===== config.mk =====
export PLATFORM = sky130hd
export DESIGN_NAME = ipc_rendezvous_matcher
export DESIGN_NICKNAME = d
export VERILOG_FILES = /design/src/hw/rtl/irm_pkg.sv /design/src/hw/rtl/irm_task_table.sv /design/src/hw/rtl/ipc_rendezvous_matcher.sv
export SDC_FILE = /design/constraint.sdc
export NUM_CORES = 2
export LEC_CHECK = 0
export BUFFER_PORTS_ARGS = -buffer_cell sky130_fd_sc_hd__buf_2
export CORE_MARGIN = 5
export CORE_UTILIZATION = 57
export DETAILED_ROUTE_END_ITERATION = 7
export PLACE_DENSITY = 0.83
export REMOVE_ABC_BUFFERS = 1
export SYNTH_ARGS = -nofsm -noshare
export SYNTH_HDL_FRONTEND = slang
export SYNTH_SLANG_ARGS = --single-unit
export TNS_END_PERCENT = 5

===== constraint.sdc =====
create_clock -name clk -period 6.2 [get_ports clk]
set_input_delay 1.55 -clock clk [delete_from_list [all_inputs] [get_ports clk]]
set_output_delay 1.55 -clock clk [all_outputs]
set_load 0.1 [all_outputs]

===== src/hw/rtl/irm_pkg.sv =====
// Shared types and constants for the IPC rendezvous matcher.
`timescale 1ns / 1ps

package irm_pkg;

  localparam int LEN_W = 13;
  localparam logic [LEN_W-1:0] LEN_LIMIT = 13'd4096;

  localparam logic [1:0] REQ_CALL  = 2'd0;
  localparam logic [1:0] REQ_RECV  = 2'd1;
  localparam logic [1:0] REQ_REPLY = 2'd2;

  localparam logic [1:0] OUT_QUEUED    = 2'd0;
  localparam logic [1:0] OUT_DELIVERED = 2'd1;
  localparam logic [1:0] OUT_REPLIED   = 2'd2;
  localparam logic [1:0] OUT_REJECTED  = 2'd3;

  typedef enum logic [1:0] {
    ST_READY,
    ST_SENDING,
    ST_RECEIVING,
    ST_REPLY_BLOCKED
  } ipc_state_t;

  // one task table entry, less the partner id whose width follows the task count
  typedef struct packed {
    ipc_state_t       state;
    logic [LEN_W-1:0] buf_len;
    logic [LEN_W-1:0] msg_len;
    logic             src_flag;
    logic             reply_flag;
  } task_info_t;

endpackage


===== src/hw/rtl/irm_task_table.sv =====
// Per-task IPC table: two registered read ports, one write port, per-entry valid bits.
`timescale 1ns / 1ps

module irm_task_table
  import irm_pkg::*;
#(
  parameter int DEPTH = 16,
  parameter int AW    = 4
) (
  input  logic          clk,
  input  logic          rst,
  input  logic          rd_a_en,
  input  logic [AW-1:0] rd_a_addr,
  output task_info_t    rd_a_info,
  output logic [AW-1:0] rd_a_partner,
  input  logic          rd_b_en,
  input  logic [AW-1:0] rd_b_addr,
  output task_info_t    rd_b_info,
  output logic [AW-1:0] rd_b_partner,
  input  logic          wr_en,
  input  logic [AW-1:0] wr_addr,
  input  task_info_t    wr_info,
  input  logic [AW-1:0] wr_partner
);

  typedef struct packed {
    task_info_t    info;
    logic [AW-1:0] partner;
  } word_t;

  word_t            mem [DEPTH];
  logic [DEPTH-1:0] valid;
  word_t            rdata_a;
  word_t            rdata_b;

  always_ff @(posedge clk) begin
    if (wr_en) begin
      mem[wr_addr] <= '{info: wr_info, partner: wr_partner};
    end
  end

  // entries not written since reset read back as all zeros
  always_ff @(posedge clk) begin
    if (rst) begin
      valid <= '0;
    end else if (wr_en) begin
      valid[wr_addr] <= 1'b1;
    end
  end

  always_ff @(posedge clk) begin
    if (rd_a_en) begin
      rdata_a <= valid[rd_a_addr] ? mem[rd_a_addr] : '0;
    end
    if (rd_b_en) begin
      rdata_b <= valid[rd_b_addr] ? mem[rd_b_addr] : '0;
    end
  end

  assign rd_a_info    = rdata_a.info;
  assign rd_a_partner = rdata_a.partner;
  assign rd_b_info    = rdata_b.info;
  assign rd_b_partner = rdata_b.partner;

endmodule


===== src/hw/rtl/ipc_rendezvous_matcher.sv =====
// Rendezvous matcher top level: request sequencer, sender and receiver queues.
// A request is accepted while busy is low; its result is strobed on done, and
// busy holds off the next request until its write-back is done. No output stall.
// The task table has a single write port: caller and peer entries are written
// in the execute and write-back states, after the caller and peer reads.
// Synchronous reset empties both queues, marks every task entry ready and zero
// through valid bits, and sets the copy limit to 4096; no clearing pass is needed.
`timescale 1ns / 1ps

module ipc_rendezvous_matcher
  import irm_pkg::*;
#(
  parameter int NUM_TASKS = 16
) (
  input  logic             clk,
  input  logic             rst,
  input  logic             start,
  output logic             busy,
  input  logic [1:0]       req_type,
  input  logic [3:0]       task_id,
  input  logic [7:0]       peer_id,
  input  logic [15:0]      msg_len,
  input  logic [15:0]      buf_len,
  input  logic             src_present,
  input  logic             dst_present,
  input  logic             cfg_valid,
  output logic             cfg_ready,
  input  logic [LEN_W-1:0] cfg_data,
  output logic             done,
  output logic [1:0]       outcome,
  output logic [3:0]       matched_task,
  output logic [LEN_W-1:0] xfer_len,
  output logic             wake_valid,
  output logic [1:0]       caller_state
);

  localparam int TW = (NUM_TASKS > 1) ? $clog2(NUM_TASKS) : 1;
  localparam int CW = $clog2(NUM_TASKS + 1);
  localparam int SW = TW + 1;

  typedef enum logic [1:0] {S_IDLE, S_PEER, S_EXEC, S_WB} seq_state_t;

  seq_state_t state;

  logic [LEN_W-1:0] copy_limit;
  logic [LEN_W-1:0] cap;

  // captured request
  logic [1:0]       req_r;
  logic [TW-1:0]    me_r;
  logic             peer_ok_r;
  logic [TW-1:0]    peer_idx_r;
  logic [LEN_W-1:0] mlen_r;
  logic [LEN_W-1:0] blen_r;
  logic             src_r;
  logic             dst_r;
  logic [TW-1:0]    pidx;

  // queues
  logic [TW-1:0] send_q [NUM_TASKS];
  logic [TW-1:0] recv_q [NUM_TASKS];
  logic [TW-1:0] send_rd_ptr;
  logic [TW-1:0] recv_rd_ptr;
  logic [CW-1:0] send_count;
  logic [CW-1:0] recv_count;
  logic [TW-1:0] send_head;
  logic [TW-1:0] recv_head;

  // table ports
  logic          accept;
  logic [TW-1:0] me_in;
  logic [TW-1:0] peer_sel;
  task_info_t    c_info;
  logic [TW-1:0] c_part;
  task_info_t    p_info;
  logic [TW-1:0] p_part;
  logic          tbl_wr_en;
  logic [TW-1:0] tbl_wr_addr;
  task_info_t    tbl_wr_info;
  logic [TW-1:0] tbl_wr_part;

  // execute results
  task_info_t    c1;
  task_info_t    p0;
  task_info_t    cn;
  task_info_t    pn;
  logic [TW-1:0] cn_part;
  logic [TW-1:0] pn_part;
  logic          c_wr;
  logic          p_wr;
  logic          same;
  logic [1:0]    res_outcome;
  logic          res_matched;
  logic [LEN_W-1:0] res_copy;
  logic          res_wake;
  ipc_state_t    res_cstate;
  logic          push_send;
  logic          push_recv;
  logic          pop_send;
  logic          pop_recv;

  // peer entry held for the write-back cycle
  task_info_t    pn_r;
  logic [TW-1:0] pn_part_r;
  logic          p_wr_r;

  logic [3:0]    me_mod;
  logic [SW-1:0] send_wsum;
  logic [SW-1:0] recv_wsum;
  logic [TW-1:0] send_waddr;
  logic [TW-1:0] recv_waddr;

  function automatic logic [LEN_W-1:0] sat_len(input logic [15:0] v);
    return (v > 16'(LEN_LIMIT)) ? LEN_LIMIT : v[LEN_W-1:0];
  endfunction

  function automatic logic [LEN_W-1:0] copy_amount(
    input logic [LEN_W-1:0] a,
    input logic [LEN_W-1:0] b,
    input logic             s,
    input logic             d,
    input logic [LEN_W-1:0] lim
  );
    logic [LEN_W-1:0] c;
    c = (a < b) ? a : b;
    if (c > lim) c = lim;
    return (s && d) ? c : '0;
  endfunction

  assign busy      = (state != S_IDLE);
  assign accept    = start && !busy;
  assign cfg_ready = 1'b1;
  assign cap       = (copy_limit > LEN_LIMIT) ? LEN_LIMIT : copy_limit;

  // task_id modulo the task count by conditional subtraction of N*8, N*4, N*2, N
  always_comb begin
    me_mod = task_id;
    for (int k = 3; k >= 0; k--) begin
      if (32'(me_mod) >= (NUM_TASKS << k)) begin
        me_mod = me_mod - 4'(NUM_TASKS << k);
      end
    end
  end

  assign me_in = TW'(me_mod);

  always_comb begin
    case (req_r)
      REQ_CALL: peer_sel = recv_head;
      REQ_RECV: peer_sel = send_head;
      default:  peer_sel = peer_idx_r;
    endcase
  end

  irm_task_table #(
    .DEPTH (NUM_TASKS),
    .AW    (TW)
  ) u_table (
    .clk          (clk),
    .rst          (rst),
    .rd_a_en      (accept),
    .rd_a_addr    (me_in),
    .rd_a_info    (c_info),
    .rd_a_partner (c_part),
    .rd_b_en      (state == S_PEER),
    .rd_b_addr    (peer_sel),
    .rd_b_info    (p_info),
    .rd_b_partner (p_part),
    .wr_en        (tbl_wr_en),
    .wr_addr      (tbl_wr_addr),
    .wr_info      (tbl_wr_info),
    .wr_partner   (tbl_wr_part)
  );

  // caller entry goes in the execute cycle, peer entry in the one after
  always_comb begin
    if (state == S_EXEC) begin
      tbl_wr_en   = c_wr;
      tbl_wr_addr = me_r;
      tbl_wr_info = cn;
      tbl_wr_part = cn_part;
    end else begin
      tbl_wr_en   = (state == S_WB) && p_wr_r;
      tbl_wr_addr = pidx;
      tbl_wr_info = pn_r;
      tbl_wr_part = pn_part_r;
    end
  end

  // a task may match itself: the peer view then includes the caller's earlier updates
  always_comb begin
    same        = (pidx == me_r);
    c1          = c_info;
    p0          = p_info;
    cn          = c_info;
    pn          = p_info;
    cn_part     = c_part;
    pn_part     = p_part;
    c_wr        = 1'b0;
    p_wr        = 1'b0;
    res_outcome = OUT_REJECTED;
    res_matched = 1'b0;
    res_copy    = '0;
    res_wake    = 1'b0;
    res_cstate  = c_info.state;
    push_send   = 1'b0;
    push_recv   = 1'b0;
    pop_send    = 1'b0;
    pop_recv    = 1'b0;
    case (req_r)
      REQ_CALL: begin
        c1.reply_flag = dst_r;
        c1.buf_len    = blen_r;
        c_wr          = 1'b1;
        if (recv_count != '0) begin
          p0          = same ? c1 : p_info;
          res_copy    = copy_amount(mlen_r, p0.buf_len, src_r, p0.src_flag, cap);
          pn          = p0;
          pn.msg_len  = res_copy;
          pn.state    = ST_READY;
          cn          = c1;
          if (same) cn.msg_len = res_copy;
          cn.state    = ST_REPLY_BLOCKED;
          cn_part     = pidx;
          p_wr        = !same;
          pop_recv    = 1'b1;
          res_outcome = OUT_DELIVERED;
          res_matched = 1'b1;
          res_wake    = 1'b1;
          res_cstate  = ST_REPLY_BLOCKED;
        end else begin
          cn          = c1;
          cn.src_flag = src_r;
          cn.msg_len  = mlen_r;
          cn.state    = ST_SENDING;
          push_send   = 1'b1;
          res_outcome = OUT_QUEUED;
          res_cstate  = ST_SENDING;
        end
      end
      REQ_RECV: begin
        c1.src_flag = dst_r;
        c1.buf_len  = blen_r;
        c_wr        = 1'b1;
        if (send_count != '0) begin
          p0          = same ? c1 : p_info;
          res_copy    = copy_amount(p0.msg_len, blen_r, p0.src_flag, dst_r, cap);
          cn          = c1;
          cn.msg_len  = res_copy;
          if (same) begin
            cn.state = ST_REPLY_BLOCKED;
            cn_part  = me_r;
          end
          pn          = p0;
          pn.state    = ST_REPLY_BLOCKED;
          pn_part     = me_r;
          p_wr        = !same;
          pop_send    = 1'b1;
          res_outcome = OUT_DELIVERED;
          res_matched = 1'b1;
          res_cstate  = same ? ST_REPLY_BLOCKED : c_info.state;
        end else begin
          cn          = c1;
          cn.state    = ST_RECEIVING;
          push_recv   = 1'b1;
          res_outcome = OUT_QUEUED;
          res_cstate  = ST_RECEIVING;
        end
      end
      REQ_REPLY: begin
        if (peer_ok_r && p_info.state == ST_REPLY_BLOCKED && p_part == me_r) begin
          res_copy    = copy_amount(mlen_r, p_info.buf_len, src_r, p_info.reply_flag, cap);
          pn          = p_info;
          pn.msg_len  = res_copy;
          pn.state    = ST_READY;
          p_wr        = 1'b1;
          res_outcome = OUT_REPLIED;
          res_matched = 1'b1;
          res_wake    = 1'b1;
          res_cstate  = same ? ST_READY : c_info.state;
        end
      end
      default: begin
      end
    endcase
  end

  // push slot: (rd_ptr + count) wrapped at the task count
  always_comb begin
    send_wsum = SW'(send_rd_ptr) + SW'(send_count);
    recv_wsum = SW'(recv_rd_ptr) + SW'(recv_count);
    if (32'(send_wsum) >= NUM_TASKS) send_wsum = send_wsum - SW'(NUM_TASKS);
    if (32'(recv_wsum) >= NUM_TASKS) recv_wsum = recv_wsum - SW'(NUM_TASKS);
    send_waddr = send_wsum[TW-1:0];
    recv_waddr = recv_wsum[TW-1:0];
  end

  always_ff @(posedge clk) begin
    if (accept) begin
      send_head <= send_q[send_rd_ptr];
      recv_head <= recv_q[recv_rd_ptr];
    end
    if (state == S_EXEC) begin
      if (push_send && 32'(send_count) < NUM_TASKS) send_q[send_waddr] <= me_r;
      if (push_recv && 32'(recv_count) < NUM_TASKS) recv_q[recv_waddr] <= me_r;
    end
  end

  always_ff @(posedge clk) begin
    if (rst) begin
      send_rd_ptr <= '0;
      recv_rd_ptr <= '0;
      send_count  <= '0;
      recv_count  <= '0;
    end else if (state == S_EXEC) begin
      if (pop_send) begin
        send_rd_ptr <= (send_rd_ptr == TW'(NUM_TASKS - 1)) ? '0 : send_rd_ptr + 1'b1;
        send_count  <= send_count - 1'b1;
      end else if (push_send && 32'(send_count) < NUM_TASKS) begin
        send_count  <= send_count + 1'b1;
      end
      if (pop_recv) begin
        recv_rd_ptr <= (recv_rd_ptr == TW'(NUM_TASKS - 1)) ? '0 : recv_rd_ptr + 1'b1;
        recv_count  <= recv_count - 1'b1;
      end else if (push_recv && 32'(recv_count) < NUM_TASKS) begin
        recv_count  <= recv_count + 1'b1;
      end
    end
  end

  always_ff @(posedge clk) begin
    if (rst) begin
      copy_limit <= LEN_LIMIT;
    end else if (cfg_valid && cfg_ready) begin
      copy_limit <= cfg_data;
    end
  end

  // request capture and write-back payload registers
  always_ff @(posedge clk) begin
    if (accept) begin
      req_r      <= req_type;
      me_r       <= me_in;
      peer_ok_r  <= (32'(peer_id) < NUM_TASKS);
      peer_idx_r <= TW'(peer_id);
      mlen_r     <= sat_len(msg_len);
      blen_r     <= sat_len(buf_len);
      src_r      <= src_present;
      dst_r      <= dst_present;
    end
    if (state == S_PEER) begin
      pidx <= peer_sel;
    end
    if (state == S_EXEC) begin
      pn_r      <= pn;
      pn_part_r <= pn_part;
    end
  end

  always_ff @(posedge clk) begin
    if (rst) begin
      state  <= S_IDLE;
      done   <= 1'b0;
      p_wr_r <= 1'b0;
    end else begin
      done <= 1'b0;
      case (state)
        S_IDLE: begin
          if (accept) state <= S_PEER;
        end
        S_PEER: begin
          state <= S_EXEC;
        end
        S_EXEC: begin
          p_wr_r       <= p_wr;
          done         <= 1'b1;
          outcome      <= res_outcome;
          matched_task <= res_matched ? 4'(pidx) : 4'd0;
          xfer_len     <= res_copy;
          wake_valid   <= res_wake;
          caller_state <= res_cstate;
          state        <= S_WB;
        end
        S_WB: begin
          p_wr_r <= 1'b0;
          state  <= S_IDLE;
        end
        default: begin
          state <= S_IDLE;
        end
      endcase
    end
  end

endmodule


==> flow_summary.json <==
{
  "status": "finished clean",
  "seq_area_frac_synth": 0.609,
  "fmax_mhz": 166,
  "worstHoldEndpoint": "copy_limit[5]$_SDFFE_PP0P_",
  "grt_max_degree": 110,
  "fillers": 4996,
  "min_period_ns": 6.02,
  "multi_input_area_mm2": 0.0164,
  "cts_inserted_buffers": 91,
  "dpl_cell_area_mm2": 0.0458,
  "holdWs_ns": 0.499,
  "numPortBuffers": 88,
  "drive_gt1_frac": 0.275,
  "crit_chain": "xor2_1 -> buf_4 -> nor4_4 -> buf_12 -> buf_12 -> mux2i_2 -> ha_1 -> a21oi_1 -> nand2_1 -> a221o_1 -> buf_4 -> o31ai_1 -> o21a_1 -> ha_1 -> and3_1 -> nor3b_2 -> a21boi_0 -> or3_1 -> buf_4 -> a32oi_1 -> buf_4 -> o221ai_1 -> a221o_1",
  "postRouteAntennaNets": 0,
  "final_nets": 3052,
  "vias": 28600,
  "drv_cap": 0,
  "cts_buffer_depth": 3,
  "grt_usage": 0.324,
  "worstReg2RegStart": "pidx[3]$_DFFE_PN_",
  "tritoncts": "done",
  "cts-root-buf": "clkbuf_16",
  "die_h_um": 286,
  "hold_violations": 0,
  "overflow": 0,
  "die_width_um": 286,
  "slew_headroom": 0.0863,
  "period_share": 0.971,
  "required_ns": 6.61,
  "die-area_mm2": 0.0819,
  "setup_viol_count_final": 0,
  "final_util": 0.647,
  "ctsHtreeMaxLevel": 3,
  "crit_arrival_ns": 6.43,
  "area_delta_synth_final_pct": 12.9,
  "start_util": 0.573,
  "routedWlPerCell_um": 33.9,
  "netlist.area_leader.share": 0.585,
  "cp-start-kind": "flop",
  "rsz0062_at_grt": "yes",
  "slowest_stage": "a221o_1",
  "clock_latency_ns": 0.68,
  "async_flop_share": 0,
  "ys_seq_elements": 898,
  "final_max_slew_viol_count": 0,
  "drc": 0,
  "first_global_vias": 29100,
  "ys_warn_count": 0,
  "synth_top_cell_by_area": "edfxtp_1",
  "synth_area_mm2": 0.0435,
  "yosysMostFrequentCell": "edfxtp_1",
  "place_congestion": 1.04,
  "worstRegToRegCells": 23,
  "p_leak_uw": 0.0170,
  "io_pins": 90,
  "setup_tns_ns": 0,
  "drt_iter0_drc": 4601,
  "dr.pass1.iters": 8,
  "holdPathStages": 2,
  "antenna_found_initial": 1,
  "powerDensity_mw_per_mm2": 396,
  "synthCells": 2739,
  "finalInstanceArea_mm2": 0.0491,
  "yosys-top-cells-count": "edfxtp_1 (847), mux4_2 (354), nand2_1 (245), nor2_1 (181), clkbuf_1 (128)",
  "rrSetupSlack_ns": 0.18,
  "yosys-top-cells-area": "edfxtp_1 (59%), mux4_2 (18%), ha_1 (2.7%), dfxtp_1 (2.3%), nand2_1 (2.1%)",
  "synth_edf_count": 847,
  "core_area_mm2": 0.0758,
  "regArea_mm2": 0.0265,
  "irDropWorstVdd_v": 0.000354,
  "slowest_delay_ns": 0.45,
  "reg2reg_to": "xfer_len[3]$_DFFE_PP_",
  "ys.flop_type": "edfxtp_1",
  "cp-end-kind": "flop",
  "skew_ns": 0.0368,
  "synth_area_per_cell_um2": 15.9,
  "yosysUniqueCellTypes": 72,
  "critical_path_class": "reg -> reg",
  "rows": 101,
  "clock-sinks": 898,
  "path_clk_slew_ns": 0.06,
  "grt_pass1_wl_um": 194000,
  "worst_pin_slew_ns": 1.37,
  "dp_hpwl_um": 82600,
  "finalWirelength_um": 134000,
  "min_from": "copy_limit[5]$_SDFFE_PP0P_",
  "hp-class": "reg -> reg",
  "cp_max_fo": 12,
  "vias_per_cell": 7.26,
  "cpMostUsedCell": "buf_4"
}
==> cell type report <==
type                    count  share of cell area
clock buffers             106              0.0486
repair buffers            232              0.0332
inverters                  72             0.00551
well taps                 978              0.0249
clock inverters            64              0.0131
flip-flops and latches    898               0.539
diodes                      2            0.000102
multi-input cells        1594               0.335
==> layout by cell type (no fill, tap or decap), types with 9 or more instances in the layout <==
cell       Yosys  layout
a21o_1        13      13
a21oi_1       99      83
a21oi_4        0      14
a221o_1       29      29
a22oi_1       12      11
and2_1        29      27
buf_2          5      85
buf_4          1     138
bufinv_16      0       9
clkbuf_1     128      12
clkbuf_16      0      93
clkinv_1       3      22
clkinv_2       0      17
dfxtp_1       51      51
edfxtp_1     847     847
ha_1          94      92
inv_1         69      69
mux2_2        32      32
mux2i_1       58      56
mux4_2       354     354
nand2_1      245     245
nand2b_1      12      12
nand3_1       67      67
nand3b_1      17      17
nand4_1        9       9
nor2_1       181     165
nor2_4         0      16
nor2b_1       56      55
nor4_1        10       9
o2111ai_1     11      11
o211a_1       36      36
o21a_1        15      14
o21ai_0       48      47
o221ai_1      11      10
o22ai_1       10      10
o31ai_1       14      14
xnor2_1       11      11
xor2_1        18      18
==> registers in the layout (all words and copies together) (netlist names), 5 cells and up <==
name	flops
blen_r	13
copy_limit	13
mlen_r	13
pn_r	30
recv_count	5
recv_q	64
send_count	5
send_q	64
u_table.mem	544
u_table.rd_a_info	30
u_table.rd_b_info	30
u_table.valid	16
xfer_len	13
==> critical path, delay by kind of cell (launching register included) <==
family	cells	cell delay [ns]
AND/OR/NAND/NOR	5	1.13
XOR/XNOR	1	0.20
buffers and inverters	6	1.07
multiplexers	1	0.25
AO/OA/AOI/OAI	8	2.13
adder cells (fa/ha/maj)	2	0.55
flip-flops	1	0.40
==> report_power, final <==
part | switching (uW) | internal, uW | leakage, uW
logic | 3680 | 2100 | 0.00737
clock network | 2390 | 3160 | 0.00146
registers | 403 | 7690 | 0.00813
total | 6470 | 12900 | 0.0170
==> layer usage <==
metal | global-route usage | part of all wire | vias to the layer above
met5 | 0 | 0 | -
met4 | 0.162 | 0.060 | 0
met3 | 0.0944 | 0.14 | 494
met2 | 0.510 | 0.47 | 2623
met1 | 0.416 | 0.33 | 14200
li1 | - | - | 11300
==> logic make-up after synthesis <==
group	synth area share
simple gates	0.0705
mux	0.205
fa+ha+maj	0.0289
other cells	0.0000863
flops	0.609
xor+xnor	0.00585
compound gates	0.0583
buf+inv	0.0223
==> repair_timing <==
action / CTS / global route
pin swaps: 0 / 1
gates cloned: 0 / 0
hold buffers: 0 / 0
buffers inserted: 0 / 1
gates resized for setup: 11 / 25
endpoints found under the setup margin: 176 / 216
==> stage by stage <==
| stage | total power [uW] | std cells | worst slack [ns] |
|---|---|---|---|
| floorplan | 11800 | 2564 | -5.70 |
| global placement | 13500 | 3773 | 0.00681 |
| detailed placement | 13700 | 3773 | -0.268 |
| CTS | 19200 | 3943 | 0.0913 |
| global route | 20100 | 3944 | -0.0407 |
| finish | 19400 | 3946 | 0.178 |
==> how the worst max path moves through the flow <==
stage / startpoint / end / cells past startpoint
CTS: pidx[3]$_DFFE_PN_ / u_table.mem[13][11]$_DFFE_PP_ / 23
global placement: pidx[3]$_DFFE_PN_ / u_table.mem[2][10]$_DFFE_PP_ / 21
finish: pidx[3]$_DFFE_PN_ / xfer_len[3]$_DFFE_PP_ / 23
detailed placement: pidx[3]$_DFFE_PN_ / u_table.mem[12][17]$_DFFE_PP_ / 24
global route: pidx[3]$_DFFE_PN_ / xfer_len[3]$_DFFE_PP_ / 22
floorplan: req_r[1]$_DFFE_PP_ / u_table.rd_b_info[0]$_SDFFCE_PN0N_ / 4
(Power assumes the default switching activity.)
